### config.mk
export PLATFORM = sky130hd
export DESIGN_NAME = calendar_date_stepper_unit
export DESIGN_NICKNAME = d
export VERILOG_FILES = /design/src/rtl/cds_pkg.sv /design/src/rtl/calendar_date_stepper_unit.sv
export SDC_FILE = /design/constraint.sdc
export NUM_CORES = 1
export LEC_CHECK = 0
export BUFFER_PORTS_ARGS = -buffer_cell sky130_fd_sc_hd__buf_2
export CELL_PAD_IN_SITES_DETAIL_PLACEMENT = 1
export CELL_PAD_IN_SITES_GLOBAL_PLACEMENT = 1
export CORE_MARGIN = 5
export CORE_UTILIZATION = 44
export DETAILED_ROUTE_END_ITERATION = 10
export GPL_TIMING_DRIVEN = 0
export MAX_ROUTING_LAYER = met4
export PLACE_DENSITY_LB_ADDON = 0.1
export SETUP_SLACK_MARGIN = 0.05
export SKIP_CTS_REPAIR_TIMING = 1
export SLEW_MARGIN = 15
export SYNTH_ARGS = -nofsm -noshare
export SYNTH_HDL_FRONTEND = slang
export SYNTH_SLANG_ARGS = --single-unit
### constraint.sdc
create_clock -name clk -period 10.3 [get_ports clk]
set_input_delay 0.515 -clock clk [delete_from_list [all_inputs] [get_ports clk]]
set_output_delay 0.515 -clock clk [all_outputs]
set_load 0.005 [all_outputs]
### src/rtl/cds_pkg.sv
// Shared types, constants and calendar helper functions for the date stepper.
package cds_pkg;

  localparam int unsigned MAX_STEP = 4095;
  localparam int unsigned CNT_W    = $clog2(MAX_STEP + 1);

  localparam int unsigned YEAR_W   = 14;
  localparam int unsigned MONTH_W  = 4;
  localparam int unsigned DAY_W    = 5;
  localparam int unsigned STEP_W   = 13;
  localparam int unsigned DOY_W    = 9;

  localparam int unsigned IN_DATA_W  = 40;
  localparam int unsigned OUT_DATA_W = 56;

  localparam logic [YEAR_W-1:0]  YEAR_MIN  = 14'd1700;
  localparam logic [YEAR_W-1:0]  YEAR_MAX  = 14'd9999;
  localparam logic [MONTH_W-1:0] MONTH_MIN = 4'd3;
  localparam logic [DAY_W-1:0]   DAY_MAX   = 5'd31;

  // Reciprocal constants: y / 100 = (y * 5243) >> 19 for y <= 9999,
  // t / 7 = (t * 9363) >> 16 for t < 13110.
  localparam int unsigned        MUL_W     = 14;
  localparam logic [MUL_W-1:0]   RECIP_100 = 14'd5243;
  localparam logic [MUL_W-1:0]   RECIP_7   = 14'd9363;
  localparam int unsigned        SHIFT_100 = 19;
  localparam int unsigned        SHIFT_7   = 16;

  // Weekday sum of 1700-03-01 plus one for the day-minus-one term.
  localparam logic [15:0]        EPOCH_SUM = 16'd2113;

  typedef enum logic [0:0] {
    REQ_LOAD = 1'b0,
    REQ_MOVE = 1'b1
  } req_t;

  typedef enum logic [1:0] {
    ST_OK      = 2'd0,
    ST_CLAMP   = 2'd1,
    ST_IGNORED = 2'd2
  } status_t;

  typedef enum logic [2:0] {
    S_IDLE,
    S_CENT,
    S_SPLIT,
    S_WSUM,
    S_WMOD,
    S_STEP,
    S_FIN
  } state_t;

  // Leap test from the low two year bits, year mod 100 and the low two century bits.
  function automatic logic is_leap(input logic [1:0] y_lo2, input logic [6:0] ylo,
                                   input logic [1:0] cent_lo2);
    is_leap = (y_lo2 == 2'd0) && ((ylo != 7'd0) || (cent_lo2 == 2'd0));
  endfunction

  function automatic logic [DAY_W-1:0] month_len(input logic [MONTH_W-1:0] m, input logic lp);
    case (m)
      4'd2:                   month_len = lp ? 5'd29 : 5'd28;
      4'd4, 4'd6, 4'd9, 4'd11: month_len = 5'd30;
      default:                month_len = 5'd31;
    endcase
  endfunction

  function automatic logic date_ok(input logic [YEAR_W-1:0] y, input logic [MONTH_W-1:0] m,
                                   input logic [DAY_W-1:0] d, input logic lp);
    date_ok = (y >= YEAR_MIN) && (y <= YEAR_MAX) && (m >= 4'd1) && (m <= 4'd12) &&
              !((y == YEAR_MIN) && (m < MONTH_MIN)) &&
              (d >= 5'd1) && (d <= month_len(m, lp));
  endfunction

  function automatic logic [DOY_W-1:0] month_start(input logic [MONTH_W-1:0] m);
    case (m)
      4'd2:    month_start = 9'd31;
      4'd3:    month_start = 9'd59;
      4'd4:    month_start = 9'd90;
      4'd5:    month_start = 9'd120;
      4'd6:    month_start = 9'd151;
      4'd7:    month_start = 9'd181;
      4'd8:    month_start = 9'd212;
      4'd9:    month_start = 9'd243;
      4'd10:   month_start = 9'd273;
      4'd11:   month_start = 9'd304;
      4'd12:   month_start = 9'd334;
      default: month_start = 9'd0;
    endcase
  endfunction

  // Days from March 1 to the first of the month, with March as month zero.
  function automatic logic [DOY_W-1:0] month_term(input logic [MONTH_W-1:0] m);
    case (m)
      4'd4:    month_term = 9'd31;
      4'd5:    month_term = 9'd61;
      4'd6:    month_term = 9'd92;
      4'd7:    month_term = 9'd122;
      4'd8:    month_term = 9'd153;
      4'd9:    month_term = 9'd184;
      4'd10:   month_term = 9'd214;
      4'd11:   month_term = 9'd245;
      4'd12:   month_term = 9'd275;
      4'd1:    month_term = 9'd306;
      4'd2:    month_term = 9'd337;
      default: month_term = 9'd0;
    endcase
  endfunction

  function automatic logic [2:0] quarter_of(input logic [MONTH_W-1:0] m);
    case (m)
      4'd1, 4'd2, 4'd3:    quarter_of = 3'd1;
      4'd4, 4'd5, 4'd6:    quarter_of = 3'd2;
      4'd7, 4'd8, 4'd9:    quarter_of = 3'd3;
      4'd10, 4'd11, 4'd12: quarter_of = 3'd4;
      default:             quarter_of = 3'd0;
    endcase
  endfunction

endpackage

### src/rtl/calendar_date_stepper_unit.sv
// Top level of the calendar date stepper: sequencer, day stepper and shared multiplier.
//
// The unit holds a Gregorian date and weekday, reset to Monday 1700-03-01. A load beat
// stores a raw date; its weekday comes from two reciprocal multiplications on one shared
// 14x14 multiplier in S_CENT, S_SPLIT, S_WSUM and, for a valid date, S_WMOD. A move beat
// walks the date one day per clock in S_STEP, with the count saturated at 4095 and cut
// short at 1700-03-01 or 9999-12-31. A move from an invalid date goes straight to S_FIN
// with status ignored. One beat is in flight at a time; in_tready is high whenever the
// sequencer is idle, even while a finished result still waits on the output register.
module calendar_date_stepper_unit
  import cds_pkg::*;
(
  input  logic                  clk,
  input  logic                  rst_n,
  input  logic                  in_tvalid,
  output logic                  in_tready,
  // load_year[13:0], load_month[17:14], load_day[22:18], step_count[35:23], zero fill
  input  logic [IN_DATA_W-1:0]  in_tdata,
  // req_type[0]
  input  logic [0:0]            in_tuser,
  output logic                  out_tvalid,
  input  logic                  out_tready,
  // year[13:0], month[17:14], day[22:18], date_valid[23], leap_year[24],
  // day_of_year[33:25], days_left[42:34], quarter[45:43], weekday[48:46],
  // status[50:49], zero fill
  output logic [OUT_DATA_W-1:0] out_tdata
);

  state_t              state_r, state_nxt;
  logic [YEAR_W-1:0]   year_r, year_nxt;
  logic [MONTH_W-1:0]  month_r, month_nxt;
  logic [DAY_W-1:0]    day_r, day_nxt;
  logic [7:0]          cent_r, cent_nxt;
  logic [6:0]          ylo_r, ylo_nxt;
  logic [2:0]          wday_r, wday_nxt;
  status_t             status_r, status_nxt;
  logic [CNT_W-1:0]    cnt_r, cnt_nxt;
  logic                back_r, back_nxt;
  logic [2*MUL_W-1:0]  prod_r, prod_nxt;
  logic [MUL_W-1:0]    t_r, t_nxt;
  logic                out_valid_r, out_valid_nxt;
  logic [OUT_DATA_W-1:0] out_data_r, out_data_nxt;

  logic                in_acc;
  logic                out_free;
  logic                lp;
  logic                cur_ok;
  logic [DAY_W-1:0]    cur_mlen;
  logic                at_min, at_max;

  logic [STEP_W-1:0]   step_raw;
  logic [STEP_W-1:0]   step_mag;
  logic                step_back;

  logic                early;
  logic [YEAR_W-1:0]   yy;
  logic [7:0]          yy_cent;
  logic [15:0]         wsum;
  logic [7:0]          cent_split;
  logic [14:0]         cent_x100;

  logic [MUL_W-1:0]    mul_a, mul_k;
  logic [2*MUL_W-1:0]  mul_p;
  logic [MUL_W-1:0]    q7;
  logic [MUL_W-1:0]    rem7;

  logic [DOY_W-1:0]    doy, left;

  assign in_acc   = in_tvalid && in_tready;
  assign out_free = !out_valid_r || out_tready;

  assign lp       = is_leap(year_r[1:0], ylo_r, cent_r[1:0]);
  assign cur_ok   = date_ok(year_r, month_r, day_r, lp);
  assign cur_mlen = month_len(month_r, lp);
  assign at_min   = (year_r == YEAR_MIN) && (month_r == MONTH_MIN) && (day_r == 5'd1);
  assign at_max   = (year_r == YEAR_MAX) && (month_r == 4'd12) && (day_r == DAY_MAX);

  assign step_raw  = in_tdata[35:23];
  assign step_back = step_raw[STEP_W-1];
  assign step_mag  = step_back ? (~step_raw + 1'b1) : step_raw;

  // January and February count with the previous year in the weekday sum.
  assign early   = (month_r <= 4'd2);
  assign yy      = early ? (year_r - 1'b1) : year_r;
  assign yy_cent = (early && (ylo_r == 7'd0)) ? (cent_r - 1'b1) : cent_r;
  assign wsum    = {2'b0, yy} + {4'b0, yy[YEAR_W-1:2]} - {8'b0, yy_cent}
                 + {10'b0, yy_cent[7:2]} + {7'b0, month_term(month_r)}
                 + {11'b0, day_r} - EPOCH_SUM;

  assign cent_split = prod_r[SHIFT_100+7:SHIFT_100];
  assign cent_x100  = {7'b0, cent_split} * 15'd100;

  // One multiplier serves the century split and the weekday reduction.
  assign mul_a = (state_r == S_CENT) ? year_r : wsum[MUL_W-1:0];
  assign mul_k = (state_r == S_CENT) ? RECIP_100 : RECIP_7;
  assign mul_p = {{MUL_W{1'b0}}, mul_a} * {{MUL_W{1'b0}}, mul_k};

  assign q7   = {{(MUL_W-(2*MUL_W-SHIFT_7)){1'b0}}, prod_r[2*MUL_W-1:SHIFT_7]};
  assign rem7 = t_r - ((q7 << 3) - q7);

  assign doy  = {4'b0, day_r} + month_start(month_r) + {8'b0, (lp && (month_r > 4'd2))};
  assign left = (lp ? 9'd366 : 9'd365) - doy;

  assign in_tready  = (state_r == S_IDLE);
  assign out_tvalid = out_valid_r;
  assign out_tdata  = out_data_r;

  always_comb begin
    state_nxt = state_r;
    unique case (state_r)
      S_IDLE: begin
        if (in_acc) begin
          if (in_tuser[0] == REQ_LOAD) begin
            state_nxt = S_CENT;
          end else if (cur_ok) begin
            state_nxt = S_STEP;
          end else begin
            state_nxt = S_FIN;
          end
        end
      end
      S_CENT:  state_nxt = S_SPLIT;
      S_SPLIT: state_nxt = S_WSUM;
      S_WSUM:  state_nxt = cur_ok ? S_WMOD : S_FIN;
      S_WMOD:  state_nxt = S_FIN;
      S_STEP: begin
        if ((cnt_r == '0) || (back_r ? at_min : at_max)) begin
          state_nxt = S_FIN;
        end
      end
      S_FIN: begin
        if (out_free) begin
          state_nxt = S_IDLE;
        end
      end
      default: state_nxt = S_IDLE;
    endcase
  end

  always_comb begin
    year_nxt      = year_r;
    month_nxt     = month_r;
    day_nxt       = day_r;
    cent_nxt      = cent_r;
    ylo_nxt       = ylo_r;
    wday_nxt      = wday_r;
    status_nxt    = status_r;
    cnt_nxt       = cnt_r;
    back_nxt      = back_r;
    prod_nxt      = prod_r;
    t_nxt         = t_r;
    out_data_nxt  = out_data_r;
    out_valid_nxt = out_valid_r && !out_tready;
    unique case (state_r)
      S_IDLE: begin
        if (in_acc) begin
          status_nxt = ST_OK;
          if (in_tuser[0] == REQ_LOAD) begin
            year_nxt  = in_tdata[13:0];
            month_nxt = in_tdata[17:14];
            day_nxt   = in_tdata[22:18];
          end else if (cur_ok) begin
            back_nxt = step_back;
            cnt_nxt  = (step_mag > STEP_W'(MAX_STEP)) ? CNT_W'(MAX_STEP)
                                                      : step_mag[CNT_W-1:0];
          end else begin
            status_nxt = ST_IGNORED;
          end
        end
      end
      S_CENT: begin
        prod_nxt = mul_p;
      end
      S_SPLIT: begin
        // Century and year mod 100 both come from the same product, so the leap
        // test and the weekday sum see a settled year in the next state.
        cent_nxt = cent_split;
        ylo_nxt  = year_r[6:0] - cent_x100[6:0];
      end
      S_WSUM: begin
        t_nxt    = wsum[MUL_W-1:0];
        prod_nxt = mul_p;
        if (!cur_ok) begin
          wday_nxt = 3'd0;
        end
      end
      S_WMOD: begin
        wday_nxt = rem7[2:0] + 3'd1;
      end
      S_STEP: begin
        if (cnt_r != '0) begin
          if (back_r ? at_min : at_max) begin
            status_nxt = ST_CLAMP;
          end else if (!back_r) begin
            cnt_nxt  = cnt_r - 1'b1;
            wday_nxt = (wday_r == 3'd7) ? 3'd1 : wday_r + 3'd1;
            if (day_r == cur_mlen) begin
              day_nxt = 5'd1;
              if (month_r == 4'd12) begin
                month_nxt = 4'd1;
                year_nxt  = year_r + 1'b1;
                if (ylo_r == 7'd99) begin
                  ylo_nxt  = 7'd0;
                  cent_nxt = cent_r + 1'b1;
                end else begin
                  ylo_nxt = ylo_r + 1'b1;
                end
              end else begin
                month_nxt = month_r + 1'b1;
              end
            end else begin
              day_nxt = day_r + 1'b1;
            end
          end else begin
            cnt_nxt  = cnt_r - 1'b1;
            wday_nxt = (wday_r == 3'd1) ? 3'd7 : wday_r - 3'd1;
            if (day_r == 5'd1) begin
              if (month_r == 4'd1) begin
                month_nxt = 4'd12;
                day_nxt   = DAY_MAX;
                year_nxt  = year_r - 1'b1;
                if (ylo_r == 7'd0) begin
                  ylo_nxt  = 7'd99;
                  cent_nxt = cent_r - 1'b1;
                end else begin
                  ylo_nxt = ylo_r - 1'b1;
                end
              end else begin
                month_nxt = month_r - 1'b1;
                day_nxt   = month_len(month_r - 1'b1, lp);
              end
            end else begin
              day_nxt = day_r - 1'b1;
            end
          end
        end
      end
      S_FIN: begin
        if (out_free) begin
          out_valid_nxt = 1'b1;
          out_data_nxt  = '0;
          out_data_nxt[13:0]  = year_r;
          out_data_nxt[17:14] = month_r;
          out_data_nxt[22:18] = day_r;
          if (cur_ok) begin
            out_data_nxt[23]    = 1'b1;
            out_data_nxt[24]    = lp;
            out_data_nxt[33:25] = doy;
            out_data_nxt[42:34] = left;
            out_data_nxt[45:43] = quarter_of(month_r);
            out_data_nxt[48:46] = wday_r;
          end
          out_data_nxt[50:49] = status_r;
        end
      end
      default: begin
      end
    endcase
  end

  always_ff @(posedge clk) begin
    if (!rst_n) begin
      state_r     <= S_IDLE;
      year_r      <= YEAR_MIN;
      month_r     <= MONTH_MIN;
      day_r       <= 5'd1;
      cent_r      <= 8'd17;
      ylo_r       <= 7'd0;
      wday_r      <= 3'd1;
      status_r    <= ST_OK;
      cnt_r       <= '0;
      back_r      <= 1'b0;
      out_valid_r <= 1'b0;
    end else begin
      state_r     <= state_nxt;
      year_r      <= year_nxt;
      month_r     <= month_nxt;
      day_r       <= day_nxt;
      cent_r      <= cent_nxt;
      ylo_r       <= ylo_nxt;
      wday_r      <= wday_nxt;
      status_r    <= status_nxt;
      cnt_r       <= cnt_nxt;
      back_r      <= back_nxt;
      out_valid_r <= out_valid_nxt;
    end
  end

  always_ff @(posedge clk) begin
    prod_r     <= prod_nxt;
    t_r        <= t_nxt;
    out_data_r <= out_data_nxt;
  end

endmodule
==> results.toml <==
[sta]
fmax_ghz = 0.0957
setup_violations = 2
period_minus_slack_ns = 10.45
grt_setup_unrepaired = "yes"
slew_headroom_pct = 28.7
drv_slew = 0
setup_slack_ns = -0.149
tightest_slew_ns = 1.06
fin_crit_sh_pct = 101
finalHoldViolCount = 0
skew_ns = 0.0118

[cts]
clk_latency_ns = 0.44
cts-root-buf = "clkbuf_16"
cts_buffers = 17
cts_tree = "done"
cts.sinks = 143
h-tree-depth = 4
cts.clk_slew.worst_paths_ns = 0.06
cts_max_path_buffers = 2

[yosys]
synth_area_per_cell_sq_um = 8.88
synth_seq_area_share_pct = 24.3
async_flop_share_pct = 0
synthCells = 1625
synth_top_area_share_pct = 17.2
syn-cell-area_sq_um = 14400
synth-warning-count = 0
ys.flop_type = "dfxtp_1"
synth_area_leaders = "ha_1 (17%), edfxtp_1 (14%), fa_1 (13%)"
yosysUniqueCellTypes = 85
synth_edf_count = 65
ys_ff_latch = 143
yosys.area.top_type = "ha_1"

[detailed_routing]
viasPerCell = 5.68
vias = 12661
drc_errors = 0
drt_iter0_drc = 918
routed_wl_um = 49200
ant_nets = 0
wl_per_cell_um = 22.1
dr.pass1.iters = 5

[status]
violations = "negative setup slack"
status = "complete, but fails checks"

[cells_and_area]
syn2layout_area_growth_pct = 17.1
fill_cells = 3799
fin_nets = 2112
design_area_sq_um = 16900
utilization_pct = 52.1
drive_gt1_share_pct = 16.6

[floorplan]
die_w_um = 191
start_util_pct = 44.5
dieArea_sq_um = 36500
core-area_sq_um = 32500
die_y_um = 191
num_io_pins = 103
std_cell_rows = 66

[global_route]
grt_max_degree = 30
grt_pass1_vias = 13326
antenna_found_initial = 1
grt_usage_pct = 27.3
grt_overflow = 0
grt_pass1_wl_um = 74700

[setup_path]
start_kind = "register"
worstPathRequired_ns = 10.48
critical-path-max-stage-delay_ns = 0.58
crit_path_frequent_cell = "fa_1"
cpMaxStageDelayCell = "fa_1"
arrival_ns = 10.63
critPathCaptureType = "register"
reg2reg_slack_ns = -0.15
crit_type = "reg -> reg"
crit_fanout = 4

[placement]
portBuffers = 93
dp_hpwl_um = 38800
postPlaceCellArea_sq_um = 15500
place.gp.congestion = 0.906

[job]
maxCapViolCount = 0

[min_path]
hp-class = "in -> reg"
-- area by class of cell --
type	instances	area, sq um	area share [%]
multi-input combinational	1206	10400	61.3
sequential	143	3520	20.8
timing repair buffer	125	734	4.35
inverter	185	699	4.14
tap	442	553	3.27
clock buffer	24	514	3.04
buffer	95	417	2.47
clock inverter	8	101	0.600
antenna	1	2.50	0.0148
-- stage by stage --
stage	hold WS, ns	instances	setup TNS (ns)	setup WS (ns)
global placement	0.414	2167	-18.15	-1.97
detailed placement	0.418	2168	-20.48	-2.18
CTS	0.363	2200	-20.82	-2.22
global route	0.372	2229	-1.34	-0.394
finish	0.379	2229	-0.171	-0.149
floorplan	0.403	1632	0	0.142
-- layer usage --
metal | part of all wire, % | up-vias | track usage [%] | routed length (um)
met1 | 40 | 6298 | 32.5 | 19900
li1 | - | 5870 | - | -
met4 | 3.8 | 0 | 9.23 | 1860
met5 | 0 | - | - | 0
met3 | 4.7 | 102 | 2.98 | 2300
met2 | 51 | 391 | 48.2 | 25200
-- worst max-delay path: cells and delay by family, from the launching register on --
family	cells	cell delay, ns
buffers and inverters	4	0.22
XOR/XNOR	3	0.59
AND/OR/NAND/NOR	6	1.65
AO/OA/AOI/OAI	12	2.52
flip-flops	1	0.35
adder cells (fa/ha/maj)	11	4.85
-- cell usage after synthesis (38+ instances only) --
cell type	count
dfxtp_1	78
nand2_1	147
edfxtp_1	65
ha_1	198
fa_1	96
xor2_1	38
nor2_1	132
xnor2_1	53
a21oi_1	96
inv_1	181
o21ai_0	72
clkbuf_1	63
-- path summary, 6_finish.rpt --
check,startpoint,end,cells past startpoint
hold reg to reg,status_r[1],out_tdata[50],0
setup / recovery,ylo_r[1],prod_r[26],36
hold / removal,in_tdata[21],day_r[3],3
setup reg to reg,ylo_r[1],prod_r[26],36
-- logic make-up after synthesis --
logic type / synth area share [%]
XOR/XNOR: 5.52
other: 0.0260
buffers and inverters: 7.78
AO/OA/AOI/OAI: 15.3
adder cells (fa/ha/maj): 30.6
AND/OR/NAND/NOR: 15.0
multiplexers: 1.47
flip-flops: 24.3
-- placed cells by master, fill, tap and decap left out, types with 10 or more instances in the layout --
| master | netlist | layout |
|---|---|---|
| o211ai_1 | 19 | 19 |
| clkbuf_1 | 63 | 62 |
| dfxtp_1 | 78 | 76 |
| xor2_1 | 38 | 33 |
| and2_1 | 23 | 22 |
| nand2b_1 | 13 | 13 |
| nand3_1 | 31 | 31 |
| buf_2 | 20 | 113 |
| edfxtp_1 | 65 | 65 |
| clkbuf_16 | 0 | 19 |
| inv_1 | 181 | 172 |
| ha_4 | 0 | 10 |
| ha_1 | 198 | 186 |
| nand2_1 | 147 | 140 |
| mux2i_1 | 13 | 13 |
| fa_1 | 96 | 95 |
| a21o_1 | 14 | 14 |
| a31oi_1 | 15 | 13 |
| buf_4 | 7 | 36 |
| o31ai_1 | 11 | 11 |
| o221a_2 | 10 | 10 |
| nor3_1 | 33 | 28 |
| xnor2_1 | 53 | 49 |
| or3_1 | 11 | 10 |
| a21oi_1 | 96 | 90 |
| nor2_1 | 132 | 128 |
| o21ai_0 | 72 | 68 |
Power is left out: the tool's default activity adds up to more than one toggle a clock period on the data nets, which glitch-free logic cannot reach.
